File: src/rtl/bagsc_pkg.sv
// ----------------------------------------------------------------------------
// bagsc_pkg
// Shared types and constants of the bit array get / set / copy block.
// ----------------------------------------------------------------------------
package bagsc_pkg;

    // store geometry
    localparam int WORD_BITS  = 32;
    localparam int BIT_SEL_W  = 5;      // bit position inside one word

    // field widths
    localparam int OP_W       = 2;
    localparam int ADDR_W     = 11;
    localparam int CNT_W      = 12;

    // largest number of words that an 11-bit bit address can reach
    localparam int MAX_WORDS  = 2 ** (ADDR_W - BIT_SEL_W);

    // stream widths
    localparam int S_TDATA_W  = 40;     // 35 bits of fields, padded to bytes
    localparam int M_TDATA_W  = 8;      // 2 bits of fields, padded to a byte

    // operation codes
    localparam logic [OP_W-1:0] OP_GET  = 2'd0;
    localparam logic [OP_W-1:0] OP_SET  = 2'd1;
    localparam logic [OP_W-1:0] OP_COPY = 2'd2;

    typedef logic [WORD_BITS-1:0] t_word;
    typedef logic [BIT_SEL_W-1:0] t_bit_sel;

    // replace one bit of a word
    function automatic t_word put_bit(input t_word w, input t_bit_sel pos, input logic b);
        t_word m;
        m = t_word'(1) << pos;
        return b ? (w | m) : (w & ~m);
    endfunction

endpackage

File: src/rtl/bagsc_ram.sv
// ----------------------------------------------------------------------------
// bagsc_ram
// Generic RAM: one write port, two read ports, registered read data.
// ----------------------------------------------------------------------------
module bagsc_ram #(
    parameter int WIDTH = 32,
    parameter int DEPTH = 64,
    localparam int AW = (DEPTH > 1) ? $clog2(DEPTH) : 1
) (
    input  logic             i_clk,
    input  logic             i_we,
    input  logic [AW-1:0]    i_waddr,
    input  logic [WIDTH-1:0] i_wdata,
    input  logic [AW-1:0]    i_raddr_a,
    input  logic [AW-1:0]    i_raddr_b,
    output logic [WIDTH-1:0] o_rdata_a,
    output logic [WIDTH-1:0] o_rdata_b
);

    logic [WIDTH-1:0] r_mem [DEPTH];
    logic [WIDTH-1:0] r_rdata_a;
    logic [WIDTH-1:0] r_rdata_b;

    always_ff @(posedge i_clk) begin
        if (i_we) begin
            r_mem[i_waddr] <= i_wdata;
        end
        r_rdata_a <= r_mem[i_raddr_a];
        r_rdata_b <= r_mem[i_raddr_b];
    end

    assign o_rdata_a = r_rdata_a;
    assign o_rdata_b = r_rdata_b;

endmodule

File: src/rtl/bit_array_get_set_copy.sv
// ----------------------------------------------------------------------------
// bit_array_get_set_copy
// Bit-addressable store of 32-bit words with single-bit get and set and a
// bit-serial copy of a run of bits in ascending order.
// ----------------------------------------------------------------------------
//
//  channel   | direction | handshake                    | payload
//  ----------+-----------+------------------------------+---------------------------
//  s_axis    | in        | s_axis_tvalid / s_axis_tready| tuser: operation
//            |           |                              | tdata: bit_address,
//            |           |                              |   bit_value, dest_address,
//            |           |                              |   bit_count
//  m_axis    | out       | m_axis_tvalid / m_axis_tready| tdata: read_bit, range_error
//
//  order: a get or set reads the word, then returns the result and writes it back;
//  a copy of n > 0 bits goes bit by bit: each bit is a read of the source and
//  destination words followed by a write of the destination word, the RAM's
//  registered read setting the pace; errors, empty copies and unknown
//  operations finish in the cycle they are accepted
//  reset: synchronous, active low; every word reads as zero afterwards, tracked
//  by one valid flag per word, so no clearing pass is needed
//  stalls: one transaction is worked at a time; a finished result waits in a
//  holding register while the output register is full, and the next
//  transaction is accepted as soon as the current one has left the datapath
// ----------------------------------------------------------------------------
module bit_array_get_set_copy
    import bagsc_pkg::*;
#(
    parameter int STORE_WORDS = 64
) (
    input  logic                 i_clk,
    input  logic                 i_rst_n,

    input  logic                 s_axis_tvalid,
    output logic                 s_axis_tready,
    // [10:0] bit_address, [11] bit_value, [22:12] dest_address,
    // [34:23] bit_count, [39:35] zero
    input  logic [S_TDATA_W-1:0] s_axis_tdata,
    // [1:0] operation
    input  logic [OP_W-1:0]      s_axis_tuser,

    output logic                 m_axis_tvalid,
    input  logic                 m_axis_tready,
    // [0] read_bit, [1] range_error, [7:2] zero
    output logic [M_TDATA_W-1:0] m_axis_tdata
);

    // only words an 11-bit address reaches are ever stored
    localparam int MEM_WORDS = (STORE_WORDS < MAX_WORDS) ? STORE_WORDS : MAX_WORDS;
    localparam int AW        = (MEM_WORDS > 1) ? $clog2(MEM_WORDS) : 1;
    localparam int LIM_W     = $clog2(STORE_WORDS * WORD_BITS + 1);
    localparam int SUM_W     = CNT_W + 1;
    localparam int CMP_W     = (LIM_W > SUM_W) ? LIM_W : SUM_W;
    localparam logic [CMP_W-1:0] LIMIT = CMP_W'(STORE_WORDS * WORD_BITS);

    // controller states
    localparam logic [2:0] ST_IDLE = 3'd0;  // waiting for a transaction
    localparam logic [2:0] ST_ACC  = 3'd1;  // get / set word is back from the RAM
    localparam logic [2:0] ST_CRD  = 3'd2;  // copy: read source and destination
    localparam logic [2:0] ST_CWR  = 3'd3;  // copy: move one bit
    localparam logic [2:0] ST_DONE = 3'd4;  // result held until output is free

    // input field unpacking
    logic [ADDR_W-1:0] s_src;
    logic              s_val;
    logic [ADDR_W-1:0] s_dst;
    logic [CNT_W-1:0]  s_cnt;
    logic [OP_W-1:0]   s_op;

    assign s_src = s_axis_tdata[ADDR_W-1:0];
    assign s_val = s_axis_tdata[ADDR_W];
    assign s_dst = s_axis_tdata[2*ADDR_W:ADDR_W+1];
    assign s_cnt = s_axis_tdata[2*ADDR_W+CNT_W:2*ADDR_W+1];
    assign s_op  = s_axis_tuser;

    // registers
    logic [2:0]           r_state,  n_state;
    logic [OP_W-1:0]      r_op,     n_op;
    logic [ADDR_W-1:0]    r_src,    n_src;
    logic [ADDR_W-1:0]    r_dst,    n_dst;
    logic [CNT_W-1:0]     r_cnt,    n_cnt;
    logic                 r_val,    n_val;
    logic                 r_res_bit, n_res_bit;
    logic                 r_res_err, n_res_err;
    logic                 r_m_valid, n_m_valid;
    logic                 r_m_bit,   n_m_bit;
    logic                 r_m_err,   n_m_err;
    logic [MEM_WORDS-1:0] r_vld,    n_vld;

    // range checks on the incoming transaction
    logic [CMP_W-1:0] src_end;
    logic [CMP_W-1:0] dst_end;
    logic             src_bad;
    logic             dst_bad;
    logic             copy_bad;

    assign src_end  = CMP_W'(s_src) + CMP_W'(s_cnt);
    assign dst_end  = CMP_W'(s_dst) + CMP_W'(s_cnt);
    assign src_bad  = CMP_W'(s_src) >= LIMIT;
    assign dst_bad  = CMP_W'(s_dst) >= LIMIT;
    assign copy_bad = src_bad | dst_bad | (src_end > LIMIT) | (dst_end > LIMIT);

    // RAM ports
    logic          ram_we;
    logic [AW-1:0] ram_waddr;
    t_word         ram_wdata;
    logic [AW-1:0] ram_raddr_a;
    logic [AW-1:0] ram_raddr_b;
    t_word         ram_rdata_a;
    t_word         ram_rdata_b;

    logic [AW-1:0] src_idx;
    logic [AW-1:0] dst_idx;
    t_word         word_a;
    t_word         word_b;
    logic          bit_a;
    logic          idle;
    logic          acc;
    logic          out_free;

    assign idle     = (r_state == ST_IDLE);
    assign acc      = s_axis_tvalid & idle;
    assign out_free = ~r_m_valid | m_axis_tready;

    assign src_idx = r_src[BIT_SEL_W +: AW];
    assign dst_idx = r_dst[BIT_SEL_W +: AW];

    // in idle the read goes straight from the incoming addresses
    assign ram_raddr_a = idle ? s_src[BIT_SEL_W +: AW] : src_idx;
    assign ram_raddr_b = idle ? s_dst[BIT_SEL_W +: AW] : dst_idx;

    // a word never written since reset reads as zero
    assign word_a = r_vld[src_idx] ? ram_rdata_a : '0;
    assign word_b = r_vld[dst_idx] ? ram_rdata_b : '0;
    assign bit_a  = word_a[r_src[BIT_SEL_W-1:0]];

    bagsc_ram #(
        .WIDTH (WORD_BITS),
        .DEPTH (MEM_WORDS)
    ) u_ram (
        .i_clk     (i_clk),
        .i_we      (ram_we),
        .i_waddr   (ram_waddr),
        .i_wdata   (ram_wdata),
        .i_raddr_a (ram_raddr_a),
        .i_raddr_b (ram_raddr_b),
        .o_rdata_a (ram_rdata_a),
        .o_rdata_b (ram_rdata_b)
    );

    // finish of the current transaction
    logic f_fin;
    logic f_bit;
    logic f_err;

    always_comb begin
        n_state   = r_state;
        n_op      = r_op;
        n_src     = r_src;
        n_dst     = r_dst;
        n_cnt     = r_cnt;
        n_val     = r_val;
        n_res_bit = r_res_bit;
        n_res_err = r_res_err;
        n_vld     = r_vld;
        n_m_valid = r_m_valid & ~m_axis_tready;
        n_m_bit   = r_m_bit;
        n_m_err   = r_m_err;
        ram_we    = 1'b0;
        ram_waddr = src_idx;
        ram_wdata = put_bit(word_a, r_src[BIT_SEL_W-1:0], r_val);
        f_fin     = 1'b0;
        f_bit     = 1'b0;
        f_err     = 1'b0;

        unique case (r_state)
            ST_IDLE: begin
                if (acc) begin
                    n_op  = s_op;
                    n_src = s_src;
                    n_dst = s_dst;
                    n_cnt = s_cnt;
                    n_val = s_val;
                    unique case (s_op)
                        OP_GET, OP_SET: begin
                            if (src_bad) begin
                                f_fin = 1'b1;
                                f_err = 1'b1;
                            end else begin
                                n_state = ST_ACC;
                            end
                        end
                        OP_COPY: begin
                            if (copy_bad || s_cnt == '0) begin
                                f_fin = 1'b1;
                                f_err = copy_bad;
                            end else begin
                                n_state = ST_CWR;
                            end
                        end
                        default: begin
                            // unknown operation: empty result
                            f_fin = 1'b1;
                        end
                    endcase
                end
            end
            ST_ACC: begin
                f_fin = 1'b1;
                if (r_op == OP_GET) begin
                    f_bit = bit_a;
                end else begin
                    ram_we         = 1'b1;
                    n_vld[src_idx] = 1'b1;
                end
            end
            ST_CWR: begin
                // move one bit, source into destination word
                ram_we         = 1'b1;
                ram_waddr      = dst_idx;
                ram_wdata      = put_bit(word_b, r_dst[BIT_SEL_W-1:0], bit_a);
                n_vld[dst_idx] = 1'b1;
                n_src          = r_src + ADDR_W'(1);
                n_dst          = r_dst + ADDR_W'(1);
                n_cnt          = r_cnt - CNT_W'(1);
                if (r_cnt == CNT_W'(1)) begin
                    f_fin = 1'b1;
                end else begin
                    n_state = ST_CRD;
                end
            end
            ST_CRD: begin
                n_state = ST_CWR;
            end
            ST_DONE: begin
                if (out_free) begin
                    n_m_valid = 1'b1;
                    n_m_bit   = r_res_bit;
                    n_m_err   = r_res_err;
                    n_state   = ST_IDLE;
                end
            end
            default: begin
                n_state = ST_IDLE;
            end
        endcase

        // hand the result to the output register, or park it
        if (f_fin) begin
            if (out_free) begin
                n_m_valid = 1'b1;
                n_m_bit   = f_bit;
                n_m_err   = f_err;
                n_state   = ST_IDLE;
            end else begin
                n_res_bit = f_bit;
                n_res_err = f_err;
                n_state   = ST_DONE;
            end
        end
    end

    // control state
    always_ff @(posedge i_clk) begin
        if (!i_rst_n) begin
            r_state   <= ST_IDLE;
            r_m_valid <= 1'b0;
            r_vld     <= '0;
        end else begin
            r_state   <= n_state;
            r_m_valid <= n_m_valid;
            r_vld     <= n_vld;
        end
    end

    // payload
    always_ff @(posedge i_clk) begin
        r_op      <= n_op;
        r_src     <= n_src;
        r_dst     <= n_dst;
        r_cnt     <= n_cnt;
        r_val     <= n_val;
        r_res_bit <= n_res_bit;
        r_res_err <= n_res_err;
        r_m_bit   <= n_m_bit;
        r_m_err   <= n_m_err;
    end

    assign s_axis_tready = idle;
    assign m_axis_tvalid = r_m_valid;
    assign m_axis_tdata  = {{(M_TDATA_W-2){1'b0}}, r_m_err, r_m_bit};

endmodule

File: config.mk
export PLATFORM = sky130hd
export DESIGN_NAME = bit_array_get_set_copy
export DESIGN_NICKNAME = d
export VERILOG_FILES = /design/src/rtl/bagsc_pkg.sv /design/src/rtl/bagsc_ram.sv /design/src/rtl/bit_array_get_set_copy.sv
export SDC_FILE = /design/constraint.sdc
export NUM_CORES = 2
export LEC_CHECK = 0
export BUFFER_PORTS_ARGS = -buffer_cell sky130_fd_sc_hd__clkbuf_2
export CAP_MARGIN = 40
export CORE_MARGIN = 8
export CORE_UTILIZATION = 55
export CTS_CLUSTER_DIAMETER = 100
export DETAILED_ROUTE_END_ITERATION = 16
export PLACE_DENSITY = 0.75
export SLEW_MARGIN = 20
export SYNTH_ARGS = -nofsm -noshare
export SYNTH_HDL_FRONTEND = slang
export SYNTH_HIERARCHICAL = 1
export SYNTH_SLANG_ARGS = --single-unit
File: constraint.sdc
create_clock -name i_clk -period 7.6 [get_ports i_clk]
set_clock_uncertainty 0.1 [all_clocks]
set_input_delay 1.9 -clock i_clk [delete_from_list [all_inputs] [get_ports i_clk]]
set_output_delay 1.9 -clock i_clk [all_outputs]
set_load 0.005 [all_outputs]
==> summary.md <==
| Metric | Value |
|---|---|
| Largest net degree at the start of global routing | `102` |
| Post-synth EDFFs | `2,087` |
| Met3 wire length | `46,900 um` |
| Synthesis-to-layout area growth | `12.3%` |
| Sw Ratio | `0.262` |
| Seq pwr share | `0.455` |
| DRC viols | `0` |
| Synthesized flop and latch total | `2,221` |
| Leak | `0.0382 uW` |
| Via-per-instance ratio | `7.55` |
| R2r setup slk | `2.69 ns` |
| Pint | `22,200 uW` |
| Sequential fraction of the synthesis area | `0.620` |
| Combinational power share | `0.160` |
| Met2 WL | `146,000 um` |
| GP Congestion | `0.962` |
| Status | `finished, final reports clean` |
| Ys Warns | `6` |
| Primary FF master, synth | `edfxtp_1` |
| Final slew viol count | `0` |
| Hold-fix buffers, CTS | `0` |
| Final HPWL DP | `198,000 um` |
| Pre-CTS setup slack | `2.01 ns` |
| Worst Hold End | `r_vld[20]` |
| # IOs | `56` |
| Critical path capture point type | `register` |
| Worst setup margin | `2.69 ns` |
| Row count | `160` |
| Final net count | `5,811` |
| CTS tree | `built` |
| Worst-path fanout max | `48` |
| Routed metal-1 wirelength | `109,000 um` |
| Buf/Inv on CP | `3` |
| Slew headroom | `0.293` |
| Die X | `454 um` |
| Max_cap viols | `0` |
| Fmax | `204 MHz` |
| Final setup viols | `0` |
| Clock sink total | `2,221` |
| Reg2Reg Depth | `11` |
| Worst setup path category | `register to register` |
| CTS buffer count | `221` |
| Post-cts gate resize count | `0` |
| CP dominant cell by count | `buf_4` |
| Iteration-0 DRC Markers | `10,100` |
| Worst EP arrival | `5.36 ns` |
| Final Hold Viols | `0` |
| Total GRT Usage | `0.312` |
| CORE AREA | `190,000 um2` |
| Clk buf depth | `3` |
| Worst VDD drop | `0.353 mV` |
| Layout cell share with drive strength beyond 1 | `0.340` |
| CP startpoint kind | `register` |
| FF-to-FF Start | `r_src[6]` |
| Die H | `454 um` |
| Pwr Density | `254 nW/um2` |
| Initial antenna violation count | `16` |
| Root buf cell | `clkbuf_16` |
| Hold path start | `r_vld[20]` |
| Initial Utilization | `0.554` |
| Max H-tree Level | `4` |
| Congestion Overflow GR | `0` |
| Worst flop-to-flop path endpoint | `u_ram/r_mem[53][31]` |
| Post-route ant nets | `0` |
| CP required | `8.05 ns` |
| Vias | `63,700` |
| Hold path depth | `2` |
| Post-synthesis instance total | `5,634` |
| Stages on worst setup path | `11` |
| Top routing layer in use | `met5` |
| Most common cell after layout, fill and taps aside | `edfxtp_1` |
| Post-CTS setup buffer count | `0` |
| Worst-path clk slew | `0.07 ns` |
| RSZ-0062 raised after global routing | `false` |
| Max incr delay on CP | `0.75 ns` |
| NetSw | `7860 uW` |
| Final worst path period share | `0.646` |
| IO buf count | `44` |
| Clock latency on the worst-skew pair | `0.88 ns` |
| Async SR Flop Fraction | `0` |
| Slowest CP cell | `edfxtp_1` |
| First-pass GRT wire length | `460,000 um` |
| Vias in the first global route | `63,300` |
| Final setup TNS | `0 ns` |
| Worst slew pin tran | `1.06 ns` |
| DRT Pass-1 Iters | `8` |
| Unique masters post-synth | `88` |
| Average wire per standard cell | `38.6 um` |
| Routed WL | `325,000 um` |
| Worst-path cell chain | `inv_2 > nand2_1 > o22ai_1 > o31a_1 > a21oi_1 > and4_1 > buf_4 > nor3_2 > a32oi_1 > a21oi_4 > buf_4` |
| Period minus WS final | `4.91 ns` |
| Clock share of power | `0.384` |
| Commonest cells after routing, fill and taps aside | `2,087 x edfxtp_1, 1,150 x mux4_2, 238 x nand2_1` |
| Path category of the worst min-delay check | `register to register` |
| Delay-heaviest family, CP | `buffers and inverters` |
| Synthesized area per cell | `18.7 um2` |
| Post-Syn Area | `105,000 um2` |
| DIE AREA | `206,000 um2` |
## worst min-delay path: cells and delay by family (launching register included)
kind            cells  cell delay [ns]
simple gates        1             0.07
compound gates      1             0.04
flops               1             0.34
## power by group through the flow
| stage | Clock, uW | Sequential (uW) | Combinational [uW] |
|---|---|---|---|
| detailed placement | 0 | 13900 | 4670 |
| floorplan | 0 | 13800 | 3120 |
| global route | 12100 | 13700 | 4950 |
| CTS | 11600 | 13700 | 4700 |
| global placement | 0 | 13900 | 4570 |
| finish | 11600 | 13700 | 4820 |
## registers in the layout, summed over array words and instances (netlist names)
register         flops
m_axis_tvalid        1
u_ram/o_rdata_b     32
r_op                 2
u_ram/r_mem       2048
r_val                1
r_m_bit              1
r_cnt               12
r_dst               11
u_ram/o_rdata_a     32
r_vld               64
r_res_err            1
r_m_err              1
r_res_bit            1
r_state              3
r_src               11
## through the flow
stage	area (um2)	total power, uW	hold slack, ns	utilization	std cells
after detailed placement	110000	18600	0.375	0.581	7993
final	118000	30100	0.387	0.622	8438
after global routing	118000	30700	0.424	0.622	8435
after CTS	118000	30000	0.391	0.621	8413
after global placement	109000	18500	0.363	0.575	7939
after floorplan	105000	16900	0.345	-	5639
## how the worst max path moves through the flow
| stage | start | end |
|---|---|---|
| 4_1_cts | r_state[0] | u_ram/r_mem[18][4] |
| 3_5_place_dp | s_axis_tdata[17] | u_ram/o_rdata_b[3] |
| 6_report | r_src[6] | u_ram/r_mem[53][31] |
| 2_1_floorplan | r_state[0] | u_ram/r_mem[48][0] |
| 5_1_grt | r_src[6] | u_ram/r_mem[52][31] |
| 3_3_place_gp | s_axis_tdata[17] | u_ram/o_rdata_b[3] |
## layout make-up
cell class,instances,area (um2)
clock buffers,266,5840
flip-flops and latches,2221,65400
multi-input cells,2927,38700
well taps,2511,3140
inverters,27,101
repair buffers,329,3330
diodes,3,7.51
clock inverters,154,1890
fillers,12900,71800
## synthesized netlist by cell type, drive strengths merged, types with 19 or more instances
cell type | n | area [um2]
inv | 26 | 97.6
clkbuf | 213 | 802
mux2i | 225 | 2250
ha | 36 | 450
nor2b | 33 | 206
nor3 | 23 | 120
a221oi | 19 | 179
nor2 | 240 | 901
a22oi | 88 | 661
and2 | 19 | 119
nand2b | 21 | 131
dfxtp | 134 | 2680
o21ai | 116 | 584
buf | 251 | 1440
nor3b | 25 | 188
o211ai | 33 | 253
mux2 | 57 | 642
a32oi | 42 | 368
o22ai | 67 | 419
a22o | 57 | 499
a211oi | 40 | 315
mux4 | 1150 | 25900
nand3 | 28 | 140
a21oi | 184 | 921
nand4 | 19 | 119
edfxtp | 2087 | 62700
nand2 | 239 | 897
## logic make-up (layout without fill, tap and decap cells)
family	after synthesis	after routing	synth area share
AND/OR/NAND/NOR	698	698	0.0303
buffers and inverters	491	776	0.0223
AO/OA/AOI/OAI	721	721	0.0465
flip-flops	2221	2221	0.620
XOR/XNOR	32	32	0.00266
other	1	9	0.0000356
adder cells (fa/ha/maj)	38	38	0.00466
multiplexers	1432	1432	0.273
## routing by layer
metal / global-route usage / vias up
met2: 0.467 / 5446
met1: 0.403 / 32900
li1: - / 24200
met3: 0.102 / 1107
met5: 0 / -
met4: 0.179 / 8
Power figures use the tool's default switching activity.
